## config.mk

```make
export PLATFORM = sky130hd
export DESIGN_NAME = one_button_menu_selector_top
export DESIGN_NICKNAME = d
export VERILOG_FILES = /design/src/obms_pkg.sv /design/src/one_button_menu_selector_top.sv
export SDC_FILE = /design/constraint.sdc
export NUM_CORES = 1
export LEC_CHECK = 0
export ABC_AREA = 1
export ABC_CLOCK_PERIOD_IN_PS = 3000
export BUFFER_PORTS_ARGS = -buffer_cell sky130_fd_sc_hd__buf_4
export CAP_MARGIN = 20
export CORE_MARGIN = 2
export CORE_UTILIZATION = 55
export DETAILED_ROUTE_END_ITERATION = 10
export PLACE_DENSITY = 0.78
export SLEW_MARGIN = 5
export SYNTH_ARGS = -nofsm -noshare
export SYNTH_HDL_FRONTEND = slang
export SYNTH_SLANG_ARGS = --single-unit
```

## constraint.sdc

```tcl
create_clock -name clk -period 3 [get_ports clk]
set_input_delay 0.15 -clock clk [delete_from_list [all_inputs] [get_ports clk]]
set_output_delay 0.15 -clock clk [all_outputs]
set_load 0.05 [all_outputs]
```

## src/obms_pkg.sv

```systemverilog
// ---------------------------------------------------------------------------
// obms_pkg: shared definitions for the one-button menu selector
// Slot count, field widths, register indexes and reset values.
// ---------------------------------------------------------------------------
`default_nettype none

package obms_pkg;

	// Slot geometry.
	localparam int SLOT_COUNT = 4;
	localparam int MASK_W     = 4;
	localparam int SLOT_W     = 2;
	localparam int CNT_W      = 16;
	localparam int CFG_IDX_W  = 3;
	localparam int CFG_DATA_W = 16;

	typedef logic [SLOT_W-1:0]    slot_t;
	typedef logic [MASK_W-1:0]    mask_t;
	typedef logic [CNT_W-1:0]     cnt_t;
	typedef logic [CFG_IDX_W-1:0] cfg_idx_t;

	// Configuration register indexes.
	localparam cfg_idx_t REG_VALID_MASK   = 3'd0;
	localparam cfg_idx_t REG_START_CURSOR = 3'd1;
	localparam cfg_idx_t REG_LONG_PRESS   = 3'd2;
	localparam cfg_idx_t REG_DEBOUNCE     = 3'd3;
	localparam cfg_idx_t REG_AUTOBOOT     = 3'd4;
	localparam cfg_idx_t REG_AUTO_ENABLE  = 3'd5;

	// Reset values of the configuration registers.
	localparam mask_t RST_VALID_MASK   = 4'hF;
	localparam slot_t RST_START_CURSOR = 2'd0;
	localparam cnt_t  RST_LONG_PRESS   = 16'd700;
	localparam cnt_t  RST_DEBOUNCE     = 16'd40;
	localparam cnt_t  RST_AUTOBOOT     = 16'd6000;
	localparam logic  RST_AUTO_ENABLE  = 1'b1;

	localparam cnt_t CNT_MAX = {CNT_W{1'b1}};

endpackage

`default_nettype wire

```

## src/one_button_menu_selector_top.sv

```systemverilog
// ---------------------------------------------------------------------------
// one_button_menu_selector_top: one-button boot menu selector
// Tracks short and long presses of a single button, moves a slot cursor and
// raises a boot request on a long press or when the autoboot countdown ends.
// ---------------------------------------------------------------------------
// Each request is one millisecond tick carrying the button level and yields
// exactly one result: the cursor, the boot request flag, the autoboot flag
// and the ticks left on the countdown. A request is taken every clock cycle
// while the input is not stalled; the press and autoboot state update in one
// pass of short compare and add logic into the state registers and the result
// register, and a result that waits to be taken stalls the input only while
// the result register is full and not being drained. After a boot request the
// block ignores the button until reset. Configuration is written through a
// plain write port and should only change while the block is idle.
`default_nettype none

module one_button_menu_selector_top (
	input  wire logic                          clk,
	input  wire logic                          arst_n,
	input  wire logic                          cfg_we,
	input  wire obms_pkg::cfg_idx_t            cfg_index,
	input  wire logic [obms_pkg::CFG_DATA_W-1:0] cfg_data,
	input  wire logic                          in_valid,
	output logic                               in_ready,
	input  wire logic                          button_down,
	output logic                               out_valid,
	input  wire logic                          out_ready,
	output obms_pkg::slot_t                    cursor,
	output logic                               boot_request,
	output logic                               autoboot_active,
	output obms_pkg::cnt_t                     ticks_left
);
	import obms_pkg::*;

	// Configuration registers.
	mask_t valid_mask_q;
	cnt_t  long_press_q;
	cnt_t  debounce_q;
	cnt_t  autoboot_q;

	// Press and autoboot state.
	slot_t sel_slot_q;
	logic  held_q;
	logic  long_done_q;
	cnt_t  press_count_q;
	logic  auto_on_q;
	cnt_t  auto_count_q;
	logic  halted_q;

	// Result register.
	logic  out_valid_q;
	slot_t cursor_q;
	logic  boot_q;
	logic  active_q;
	cnt_t  left_q;

	// Next-state and result values for one request.
	slot_t sel_n;
	slot_t next_slot;
	logic  held_n;
	logic  long_n;
	cnt_t  press_n;
	logic  auto_n;
	cnt_t  auto_cnt_n;
	logic  halted_n;
	logic  boot_n;
	cnt_t  left_n;
	logic  in_accept;

	// The result register frees when empty or when its result is taken.
	assign in_ready  = !out_valid_q || out_ready;
	assign in_accept = in_valid && in_ready;

	// Next valid slot after the cursor; the nearest step wins, the cursor
	// stays where it is when no other slot is valid.
	always_comb begin
		logic [SLOT_W:0] sum;
		logic [SLOT_W:0] cand;
		next_slot = sel_slot_q;
		for (int step = SLOT_COUNT; step >= 1; step--) begin
			sum  = {1'b0, sel_slot_q} + (SLOT_W+1)'(step);
			cand = (sum >= (SLOT_W+1)'(SLOT_COUNT)) ? sum - (SLOT_W+1)'(SLOT_COUNT) : sum;
			if ((cand < (SLOT_W+1)'(SLOT_COUNT)) && (cand < (SLOT_W+1)'(MASK_W)) &&
				valid_mask_q[cand[SLOT_W-1:0]]) begin
				next_slot = cand[SLOT_W-1:0];
			end
		end
	end

	// One tick of press tracking and autoboot countdown.
	always_comb begin
		sel_n      = sel_slot_q;
		held_n     = held_q;
		long_n     = long_done_q;
		press_n    = press_count_q;
		auto_n     = auto_on_q;
		auto_cnt_n = auto_count_q;
		halted_n   = halted_q;
		boot_n     = 1'b0;
		left_n     = '0;
		if (!halted_q) begin
			if (held_q && (press_count_q != CNT_MAX)) begin
				press_n = press_count_q + cnt_t'(1);
			end
			priority if (button_down && !held_q) begin
				press_n = '0;
				held_n  = 1'b1;
				long_n  = 1'b0;
				auto_n  = 1'b0;
			end else if (button_down && !long_done_q && (press_n >= long_press_q)) begin
				long_n = 1'b1;
				boot_n = 1'b1;
			end else if (!button_down && held_q) begin
				held_n = 1'b0;
				if (!long_done_q && (press_n >= debounce_q)) begin
					sel_n = next_slot;
				end
			end else begin
				held_n = held_q;
			end
			if (!boot_n && auto_n) begin
				if (auto_count_q >= autoboot_q) begin
					boot_n = 1'b1;
				end else begin
					left_n = autoboot_q - auto_count_q;
					if (auto_count_q != CNT_MAX) begin
						auto_cnt_n = auto_count_q + cnt_t'(1);
					end
				end
			end
			if (boot_n) begin
				halted_n = 1'b1;
				auto_n   = 1'b0;
				left_n   = '0;
			end
		end
	end

	// Configuration, state and result registers.
	always_ff @(posedge clk or negedge arst_n) begin
		if (!arst_n) begin
			valid_mask_q   <= RST_VALID_MASK;
			long_press_q   <= RST_LONG_PRESS;
			debounce_q     <= RST_DEBOUNCE;
			autoboot_q     <= RST_AUTOBOOT;
			sel_slot_q     <= RST_START_CURSOR;
			held_q         <= 1'b0;
			long_done_q    <= 1'b0;
			press_count_q  <= '0;
			auto_on_q      <= RST_AUTO_ENABLE;
			auto_count_q   <= '0;
			halted_q       <= 1'b0;
			out_valid_q    <= 1'b0;
		end else begin
			if (cfg_we) begin
				unique case (cfg_index)
					REG_VALID_MASK: begin
						valid_mask_q <= cfg_data[MASK_W-1:0];
					end
					REG_START_CURSOR: begin
						if (!halted_q) begin
							sel_slot_q <= cfg_data[SLOT_W-1:0];
						end
					end
					REG_LONG_PRESS: begin
						long_press_q <= cfg_data[CNT_W-1:0];
					end
					REG_DEBOUNCE: begin
						debounce_q <= cfg_data[CNT_W-1:0];
					end
					REG_AUTOBOOT: begin
						autoboot_q <= cfg_data[CNT_W-1:0];
					end
					REG_AUTO_ENABLE: begin
						if (!halted_q) begin
							auto_on_q    <= cfg_data[0];
							auto_count_q <= '0;
						end
					end
					default: begin
						valid_mask_q <= valid_mask_q;
					end
				endcase
			end else if (in_accept) begin
				sel_slot_q    <= sel_n;
				held_q        <= held_n;
				long_done_q   <= long_n;
				press_count_q <= press_n;
				auto_on_q     <= auto_n;
				auto_count_q  <= auto_cnt_n;
				halted_q      <= halted_n;
			end
			if (in_accept) begin
				out_valid_q <= 1'b1;
			end else if (out_ready) begin
				out_valid_q <= 1'b0;
			end
		end
	end

	// Result payload; no reset needed.
	always_ff @(posedge clk) begin
		if (in_accept) begin
			cursor_q <= sel_n;
			boot_q   <= boot_n;
			active_q <= !halted_n && auto_n;
			left_q   <= left_n;
		end
	end

	assign out_valid       = out_valid_q;
	assign cursor          = cursor_q;
	assign boot_request    = boot_q;
	assign autoboot_active = active_q;
	assign ticks_left      = left_q;

`ifndef SYNTHESIS
	// A boot result never shows a running countdown.
	a_boot_clears_auto: assert property (@(posedge clk) disable iff (!arst_n)
		out_valid && boot_request |-> !autoboot_active && (ticks_left == '0))
		else $error("boot result shows a running countdown");

	// A running countdown always has ticks left.
	a_active_has_left: assert property (@(posedge clk) disable iff (!arst_n)
		out_valid && autoboot_active |-> (ticks_left != '0))
		else $error("countdown running with no ticks left");

	// Once halted, the block stays halted until reset.
	a_halt_sticky: assert property (@(posedge clk) disable iff (!arst_n)
		halted_q |=> halted_q)
		else $error("halt released without reset");

	// No request taken while halted raises a boot.
	a_halt_no_boot: assert property (@(posedge clk) disable iff (!arst_n)
		halted_q && in_accept |=> !boot_request)
		else $error("boot raised while halted");

	// The countdown is never running once halted.
	a_halt_no_auto: assert property (@(posedge clk) disable iff (!arst_n)
		halted_q |-> !auto_on_q)
		else $error("countdown running while halted");
`endif

endmodule

`default_nettype wire

```

==> impl_results.md, run 1 <==
- Wire length per cell: about 15 um
- WP data arrival: 3.38 ns
- Row Count: 41
- GPL Wtd Cong: between 0.9 and 1
- Final hold viol count: 0
- Part of the power in combinational logic: 0.495
- Syn nets: 947
- Number of routed nets with antenna violations: 0
- CTS tree: yes
- Number of flops mapped to enable cells by yosys: 20
- Mean post-synth cell area: 8.022 um2
- Max-Cap Viols: 0
- Violated checks: setup timing
- Number of buffers inserted during clock tree synthesis: 9
- Max Fclk: 0.3083 GHz
- Die area: 13550 um2
- Clk_skew: 0.01034 ns
- Latest clock arrival within the worst-skew pair: 0.37 ns
- Top Ports: 47
- CORE AREA: 12470 um2
- Max-slew violation count: 0
- Top cell type by total area after synthesis: dfrtp_1
- Worst setup EP type: flip-flop
- Global-route wire length before repair: 28480 um
- Clk Tree Root Cell: clkbuf_16
- Least-Margin Pin Slew: 0.9593 ns
- PortBufs: 46
- Hold Path Stages: 3
- Worst EP required: 3.13 ns
- Top cells by area, synth: dfrtp_1 26%, nand2_1 11%, ha_1 9.9%
- Initial DRC count: 486
- Final setup viols: 40
- Worst Hold Class: input pin to flip-flop
- Share of flip-flops with an asynchronous set or reset: 0.8198
- VDD IR max: 333.9 uV
- FF-to-FF Start: press_count_q[0]$_DFFE_PN0P_
- Setup_tns: -4.691 ns
- Max layer used: met4
- Total grt overflow: 0
- CTS Sinks: approximately 110
- Sequential power share: 0.322
- Commonest non-fill, non-tap cell in the layout: nand2_1
- Area of the multi-input gates: ~3700 um2
- Leakage: 4.201 nW
- Die X: about 120 um
- Diode count: 0
- Area grow syn2layout: 24.44%
- Initial core utilization: 0.5573
- Clock Power Share: 0.183
- R2r worst-path depth: 20
- Post-route minimum period: roughly 3.2 ns
- Unrepaired setup endpoints after global routing: true
- Worst-path clk slew: 0.08 ns
- FILL cells: roughly 960
- Period utilization: 1.081
- Most used DFF post-synth: dfrtp_1
- # nets final: 1065
- Switching portion of total power: 0.4088
- Yosys reg bits: 111
- Sequential Area: 2903 um2
- Initial antenna violation count: 0
- Post-synth cell types: 41
- Post-DR vias/cell: 5.343
- Synth top area share: 0.2558
- Startpoint Class: flip-flop
- Outcome: finished with violations
- Met3 WL post-DR: 1136 um
- Total power: 6.531 mW
- P per Cell Area: 755.5 nW/um2
- Met1 WL: 7756 um
- Rel. slew slack: 0.3589
- R2r setup slk: -0.24 ns
- YS warnings: 0
- Syn Std Cell Area: about 6900 um2
- 1st-pass router iterations: 6
- Layout Utilization: 0.6935
- Switching power: 2.670 mW
- Met2 wire length: 7773 um
- Final WS setup: -0.2434 ns
- Vias in the first global route: 6000
- Critical path class: flip-flop to flip-flop
- Hold Path Origin: in_valid
- Crit. Startpoint: press_count_q[0]$_DFFE_PN0P_
- Register area share after synthesis: 0.4179
- Crit-path max FO: 4
- Dpl ws: -0.3379 ns
- Detailed Route WL: 17120 um
- Die Span Y: 116.4 um
- Most frequent cells in the layout: 193 x nand2_1, 125 x inv_1, 112 x buf_4, 72 x o21ai_0, 71 x dfrtp_1
- H-tree Lvls: 3
- Layout cells sized above 1: 0.2669
- Via count: 6203
- Post-DP HPWL: 12200 um
- Syn Inst Count: 866
- Internal: 3.861 mW
- Drt drc: 0
- Max Buffers Root-to-Sink: 2
- Gr usage total: 0.2709
- Largest net degree at the start of global routing: slightly below 60
sequential cells by signal (all words and copies together), names as in the netlist:
signal / count
ticks_left: 16
valid_mask_q: 4
autoboot_q: 16
cursor: 2
auto_on_q: 1
press_count_q: 16
auto_count_q: 16
halted_q: 1
sel_slot_q: 2
autoboot_active: 1
debounce_q: 16
boot_request: 1
held_q: 1
long_press_q: 16
out_valid: 1
long_done_q: 1
through the flow:
step / hold slack (ns) / cell area (um2) / std cells
floorplan: -0.1456 / 6952 / 866
global placement: 0.2437 / 7931 / 1131
detailed placement: 0.2486 / 7931 / 1131
CTS: 0.01446 / 8493 / 1157
global route: 0.06629 / 8645 / 1161
finish: 0.01651 / 8645 / 1161
Yosys cell counts, drive strengths merged, types with 2 or more instances:
master	instances
a21o	4
o22ai	6
o21bai	5
inv	131
dfstp	20
nand4	18
ha	55
edfxtp	20
nand3	39
buf	6
xor2	17
dfrtp	71
xnor2	2
o21ai	96
nor4	6
nand2	225
a21oi	50
nor3	14
nor2	52
clkbuf	11
or2	8
a22o	2
and2	2
final timing paths:
check / to
max: cursor[0]$_DFFE_PP_
max reg2reg: cursor[0]$_DFFE_PP_
max in group asynchronous: auto_on_q$_DFFE_PN1P_
min reg2reg: debounce_q[8]$_DFFE_PN0P_
min in group asynchronous: press_count_q[7]$_DFFE_PN0P_
min: out_valid$_DFFE_PN0P_
cells by family (layout without fill, tap and decap cells):
logic type | count (synthesis) | count (layout) | share of synthesized area
AOI/OAI and AO/OA | 166 | 166 | 0.1365
xor gates and xnor gates | 19 | 19 | 0.02396
adders and majority gates | 56 | 56 | 0.1019
buffers and inverters | 148 | 270 | 0.08465
DFF | 111 | 111 | 0.4179
and+or+nand+nor | 366 | 367 | 0.2351
worst max-delay path, cell delays in order, from the launching register on:
cell,delay [ns]
dfrtp_1,0.36
ha_2,0.19
nand3_2,0.09
nor3_2,0.12
nand4_1,0.14
nand2_2,0.18
inv_4,0.06
nand2_4,0.07
nor2_4,0.05
xor2_1,0.17
inv_1,0.12
buf_4,0.15
buf_4,0.13
ha_1,0.28
a21oi_1,0.13
o21ai_1,0.10
a21oi_2,0.22
nand2_2,0.13
nand4_1,0.09
nand2_1,0.07
and2_1,0.16
cell type report:
type / instances / share of cell area
clock inverter: 7 / 0.007092
clock buffer: 9 / 0.02605
inverter: 131 / 0.05717
sequential: 111 / 0.3358
timing repair buffer: 123 / 0.1155
tap: 172 / 0.02490
multi-input combinational: 608 / 0.4335
metal layers:
| metal | global-route usage | vias to the layer above |
|---|---|---|
| li1 | - | 3064 |
| met1 | 0.3747 | 2865 |
| met2 | 0.4209 | 237 |
| met3 | 0.05086 | 37 |
| met4 | 0.1127 | 0 |
| met5 | 0 | - |
power by group through the flow:
stage | clock network (mW) | registers [mW] | logic (mW)
2_1_floorplan | 0 | 2.17 | 1.65
4_1_cts | 1.21 | 2.10 | 3.02
5_1_grt | 1.27 | 2.13 | 3.62
3_3_place_gp | 0 | 2.11 | 2.64
3_5_place_dp | 0 | 2.12 | 2.72
6_report | 1.20 | 2.10 | 3.23
what timing repair did:
action | 4_1_cts | 5_1_grt
hold endpoints to repair | 37 | 0
hold buffers | 1 | 0
resized for setup | 38 | 30
buffers inserted | 8 | 4
setup endpoints to repair | 41 | 42
cloned | 1 | 0
pin swaps | 7 | 10
Power figures use the tool's default switching activity.
==> inputs of run 2 (changes only) <==
--- a/config.mk
+++ b/config.mk
@@ -6,13 +6,14 @@
 export NUM_CORES = 1
 export LEC_CHECK = 0
 export ABC_AREA = 1
-export ABC_CLOCK_PERIOD_IN_PS = 3000
+export ABC_CLOCK_PERIOD_IN_PS = 2700
 export BUFFER_PORTS_ARGS = -buffer_cell sky130_fd_sc_hd__buf_4
 export CAP_MARGIN = 20
 export CORE_MARGIN = 2
-export CORE_UTILIZATION = 55
+export CORE_UTILIZATION = 57
+export CTS_BUF_LIST = sky130_fd_sc_hd__clkbuf_4
 export DETAILED_ROUTE_END_ITERATION = 10
-export PLACE_DENSITY = 0.78
+export PLACE_DENSITY = 0.81
 export SLEW_MARGIN = 5
 export SYNTH_ARGS = -nofsm -noshare
 export SYNTH_HDL_FRONTEND = slang
==> constraint.sdc (replaced) <==
create_clock -name clk -period 2.7 [get_ports clk]
set_input_delay 0.135 -clock clk [delete_from_list [all_inputs] [get_ports clk]]
set_output_delay 0.135 -clock clk [all_outputs]
set_load 0.05 [all_outputs]
==> impl_results.md, run 2 (synthesis results as in run 1) <==
- Outcome: finished with violations
- Violated checks: setup timing
- WP data arrival: 3.63 ns
- Worst-path clk slew: roughly 0.16 ns
- Least-Margin Pin Slew: between 0.9 and 1 ns
- Die Span Y: 114.4 um
- Total grt overflow: 0
- GR Layer Usage met1: 0.3845
- Rel. slew slack: 0.3622
- Area grow syn2layout: 28.19%
- Row Count: 40
- Clk_skew: ~0.020 ns
- CORE AREA: 11960 um2
- Number of buffers inserted during clock tree synthesis: 9
- Critical path class: flip-flop to flip-flop
- 1st-pass router iterations: 5
- Initial DRC count: 618
- Most Used Layer, Global Route: met2
- Wire length per cell: ~16 um
- H-tree Lvls: 3
- Final Cell Area: about 8900 um2
- Clk Tree Root Cell: clkbuf_4
- Final WS setup: -0.6723 ns
- Max-Cap Viols: 0
- Commonest non-fill, non-tap cell in the layout: nand2_1
- Worst setup EP type: flip-flop
- Max Buffers Root-to-Sink: 2
- Gr usage total: 0.2831
- Post-route minimum period: 3.372 ns
- Crit-path max FO: 6
- Period utilization: 1.249
- Final hold viol count: 0
- Initial antenna violation count: 1
- Leakage: 4.280 nW
- Startpoint Class: flip-flop
- FILL cells: 850
- Post-route insts no fill: about 1200
- Unrepaired setup endpoints after global routing: true
- Placed cell area: 7865 um2
- WHS: 0.05257 ns
- Largest net degree at the start of global routing: 85
- Drt drc: 0
- Vias in the first global route: between 6000 and 7000
- # nets final: approximately 1100
- Global routing usage on met3: 0.07305
- Initial core utilization: 0.5808
- Top Ports: 47
- Detailed Route WL: 18420 um
- Setup_tns: -26.22 ns
- Die area: roughly 13000 um2
- GPL Wtd Cong: around 1.0
- Final setup viols: 42
- PortBufs: 46
- Die X: 114.4 um
- Number of routed nets with antenna violations: 0
- Post-DP HPWL: roughly 12000 um
- Max Fclk: 0.2965 GHz
- Post-DR vias/cell: between 5 and 6
- GR Layer Usage met2: 0.4465
- Global-route wire length before repair: 29010 um
- Layout cells sized above 1: 0.2901
- Max-slew violation count: 0
- VDD IR max: between 500 and 600 uV
- Latest clock arrival within the worst-skew pair: 0.51 ns
- DP Cell Count: ~1100
- CTS Sinks: around 110
- Worst Hold Class: input pin to flip-flop
- Via count: 6454
- Worst EP required: 2.96 ns
- CTS tree: yes
- Most frequent cells in the layout: 191 x nand2_1, 123 x inv_1, 116 x buf_4, 71 x dfrtp_1, 68 x o21ai_0
- P per Cell Area: roughly 800 nW/um2
==> run 2: layer usage <==
metal,part of all wire,vias to the layer above
met5,0,-
met4,0.027,0
met3,0.062,47
met2,0.47,237
met1,0.44,3037
li1,-,3133
==> run 2: layout make-up <==
type | count | area (um2) | share of cell area
multi-input cells | 608 | 3909 | 0.4389
diodes | 1 | 2.502 | 0.0002810
flip-flops and latches | 111 | 2903 | 0.3260
clock inverters | 6 | 35.03 | 0.003934
well taps | 147 | 183.9 | 0.02065
repair buffers | 151 | 1300 | 0.1460
clock buffers | 10 | 75.07 | 0.008431
inverters | 131 | 496.7 | 0.05578
==> run 2: worst paths after layout <==
| path | startpoint | to | slack, ns | depth (start not counted) |
|---|---|---|---|---|
| min in group asynchronous | arst_n | sel_slot_q[1]$_DFFE_PN0P_ | 0.07 | 2 |
| worst max-delay path | press_count_q[0]$_DFFE_PN0P_ | ticks_left[13]$_SDFFCE_PP0P_ | -0.67 | 22 |
| worst min register to register | long_press_q[3]$_DFFE_PN1P_ | long_press_q[3]$_DFFE_PN1P_ | 0.50 | 2 |
| worst min-delay path | cfg_index[1] | valid_mask_q[3]$_DFFE_PN1P_ | 0.05 | 4 |
| max in group asynchronous | arst_n | autoboot_q[12]$_DFFE_PN1P_ | 1.80 | 4 |
| worst max register to register | press_count_q[0]$_DFFE_PN0P_ | ticks_left[13]$_SDFFCE_PP0P_ | -0.67 | 22 |
==> run 2: metrics by stage <==
stage / power (mW) / worst slack (ns) / util
6_report: 6.964 / -0.6723 / 0.7445
5_1_grt: 7.463 / -0.8038 / 0.7445
4_1_cts: 6.501 / -0.3780 / 0.7181
3_5_place_dp: 5.306 / -0.4776 / 0.6575
3_3_place_gp: 5.201 / -0.3900 / 0.6575
2_1_floorplan: 4.263 / -0.2473 / -
==> run 2: report_power, final <==
group          internal, mW  switching [mW]  leakage (nW)
combinational          1.68            2.20          2.89
clock                 0.197           0.572        0.0622
sequential             2.07           0.248          1.33
==> run 2: critical path, stage by stage (launching register included) <==
cell	delay, ns
dfrtp_1	0.39
ha_2	0.20
nand3_2	0.10
nor3_2	0.13
nand4_1	0.13
nand2_2	0.18
inv_4	0.08
nand2_4	0.09
nor2_4	0.05
nand2_1	0.09
xor2_1	0.22
inv_1	0.13
ha_4	0.31
nand2_4	0.05
o21bai_1	0.16
a21oi_1	0.16
nor2_1	0.09
nand2_4	0.11
nand2_4	0.08
nand3_4	0.18
inv_4	0.07
o21ai_2	0.06
a21oi_1	0.06
==> run 2: repair_timing <==
item	in CTS	in global routing
setup buffers	16	6
pin swaps	17	12
hold buffers	21	0
endpoints found under the hold margin	125	0
endpoints found under the setup margin	42	42
gates resized for setup	52	49
gates cloned	1	2
==> inputs of run 3 (changes only) <==
--- a/config.mk
+++ b/config.mk
@@ -14,6 +14,7 @@
 export CTS_BUF_LIST = sky130_fd_sc_hd__clkbuf_4
 export DETAILED_ROUTE_END_ITERATION = 10
 export PLACE_DENSITY = 0.81
+export SETUP_SLACK_MARGIN = 0.1
 export SLEW_MARGIN = 5
 export SYNTH_ARGS = -nofsm -noshare
 export SYNTH_HDL_FRONTEND = slang
==> impl_results.md, run 3 (synthesis results as in run 1) <==
- Startpoint Class: flip-flop
- CTS Sinks: 111
- Worst Hold Class: input pin to flip-flop
- Leakage: between 4 and 5 nW
- Largest delay share family, worst path: simple AND/OR/NAND/NOR gates
- Global-route wire length before repair: 27820 um
- Final setup viols: 42
- Largest net degree at the start of global routing: 54
- Outcome: finished with violations
- Switching portion of total power: 0.4236
- P per Cell Area: 778.4 nW/um2
- Crit-path max FO: 6
- Most frequent cells in the layout: 192 x nand2_1, 120 x inv_1, 105 x buf_4, 71 x dfrtp_1, 70 x o21ai_0
- Top Ports: 47
- Total grt overflow: 0
- Rel. slew slack: 0.3737
- Least-Margin Pin Slew: 0.9372 ns
- Switching power: 2.897 mW
- Post-route minimum period: approximately 3.4 ns
- Unrepaired setup endpoints after global routing: true
- GPL Wtd Cong: 0.9589
- Initial core utilization: 0.5808
- Layout cells sized above 1: 0.2652
- Clk Tree Root Cell: clkbuf_4
- Post-DR vias/cell: around 5.5
- Top cell by count, worst path: nand2_4
- Worst EP required: approximately 3.1 ns
- Clk_skew: 0.02317 ns
- CTS tree: yes
- Via count: around 6400
- Initial DRC count: 763
- Setup_tns: -26.67 ns
- Internal: 3.941 mW
- Number of buffers inserted during clock tree synthesis: 9
- CP max stage delay: 0.41 ns
- Max-Cap Viols: 0
- Clock Power Share: 0.126
- Die Span Y: 114.4 um
- Worst-path clk slew: 0.17 ns
- Layout Utilization: 0.7344
- Worst path bufs/invs: 3
- Final hold viol count: 0
- Gr usage total: 0.2698
- Critical Path, Cell by Cell: ha_2, nand3_2, nor3_2, nand4_1, nand2_2, inv_2, nand2_4, nor2_4, nand2_1, xor2_2, inv_2, ha_4, a21oi_1, a21oi_1, nor2_1, nand2_4, nand2_4, nand3_4, nand2_4, nand2_8, clkbuf_16, nand2_4, o21ai_2
- Part of the power in combinational logic: 0.535
- Worst path slowest cell: dfrtp_1
- H-tree Lvls: 3
- Violated checks: setup timing
- Commonest non-fill, non-tap cell in the layout: nand2_1
- Period utilization: 1.265
- Post-DP HPWL: 12130 um
- Final WS setup: -0.7162 ns
- Initial antenna violation count: 0
- FF-to-FF Start: press_count_q[1]$_DFFE_PN0P_
- Max Buffers Root-to-Sink: 2
- Detailed Route WL: 18180 um
- Drt drc: 0
- Crit. Startpoint: press_count_q[1]$_DFFE_PN0P_
- Sequential power share: 0.339
- Row Count: 40
- Vias in the first global route: 5835
- Max Fclk: 0.2927 GHz
- Worst setup EP type: flip-flop
- Diode count: 0
- Wire length per cell: about 16 um
- # nets final: 1079
- Max-slew violation count: 0
- PortBufs: 46
- CORE AREA: around 12000 um2
- VDD IR max: 489.3 uV
- 1st-pass router iterations: 7
- Latest clock arrival within the worst-skew pair: approximately 0.52 ns
- Die area: 13090 um2
- Die X: approximately 110 um
- Critical path class: flip-flop to flip-flop
- Number of routed nets with antenna violations: 0
- WP data arrival: roughly 3.8 ns
- Hold Path Origin: cfg_index[1]
- Area grow syn2layout: 26.46%
run 3: cell count changes in the layout (fill, tap and decap cells not counted), sizes merged:
cell and change:
diode -1, inv -2, clkinv -1, clkbuf +3
buf -14, clkinvlp -1, bufinv +1
run 3: final cells by class:
| class | count | area, um2 |
|---|---|---|
| Inverter | 131 | 494.2 |
| Multi-Input combinational cell | 608 | 3884 |
| Sequential cell | 111 | 2903 |
| Clock buffer | 13 | 97.59 |
| Tap cell | 147 | 183.9 |
| Clock inverter | 3 | 37.54 |
| Fill cell | 854 | 3177 |
| Timing Repair Buffer | 137 | 1185 |
run 3: power groups by stage:
stage               clock (mW)  sequential [mW]  combinational [mW]
detailed placement           0             2.33                3.00
global placement             0             2.33                2.89
CTS                      0.871             2.30                3.23
floorplan                    0             2.41                1.85
global route             0.933             2.35                4.04
finish                   0.862             2.32                3.66
run 3: path summary, 6_finish.rpt:
path / depth (start not counted) / endpoint / slack (ns)
min: 4 / valid_mask_q[2]$_DFFE_PN1P_ / 0.05
max reg2reg: 23 / auto_count_q[14]$_DFFE_PN0P_ / -0.72
min reg2reg: 2 / debounce_q[3]$_DFFE_PN1P_ / 0.51
max in group asynchronous: 3 / autoboot_q[10]$_DFFE_PN1P_ / 1.78
min in group asynchronous: 2 / press_count_q[3]$_DFFE_PN0P_ / 0.18
max: 23 / auto_count_q[14]$_DFFE_PN0P_ / -0.72
run 3: metrics by stage:
stage	instances	area, um2	setup WS [ns]	power [mW]	hold slack, ns
CTS	1141	8426	-0.3996	6.406	0.01499
global route	1150	8785	-0.8914	7.325	0.06819
detailed placement	1099	7875	-0.5661	5.330	0.2200
floorplan	866	6970	-0.2473	4.263	-0.1606
global placement	1099	7875	-0.4114	5.219	0.2222
finish	1150	8785	-0.7162	6.838	0.05096
run 3: worst min-delay path, delay by kind of cell:
family | cells | cell delay [ns]
compound gates | 1 | 0.10
buf+inv | 1 | 0.09
simple gates | 2 | 0.23
run 3: routing by layer:
layer / routed length, um / share of wire / track usage / vias to the layer above
li1: - / - / - / 3095
met1: 7947 / 0.44 / 0.3721 / 2986
met2: 8585 / 0.47 / 0.4237 / 253
met3: 1276 / 0.070 / 0.06882 / 35
met4: 368 / 0.020 / 0.07724 / 0
met5: 0 / 0 / 0 / -
run 3: timing repair:
action / 4_1_cts / 5_1_grt
buffers inserted: 5 / 7
endpoints found under the setup margin: 42 / 42
resized for setup: 33 / 49
gates cloned: 1 / 2
endpoints found under the hold margin: 95 / 0
hold buffers: 21 / 0
pin swaps: 11 / 27
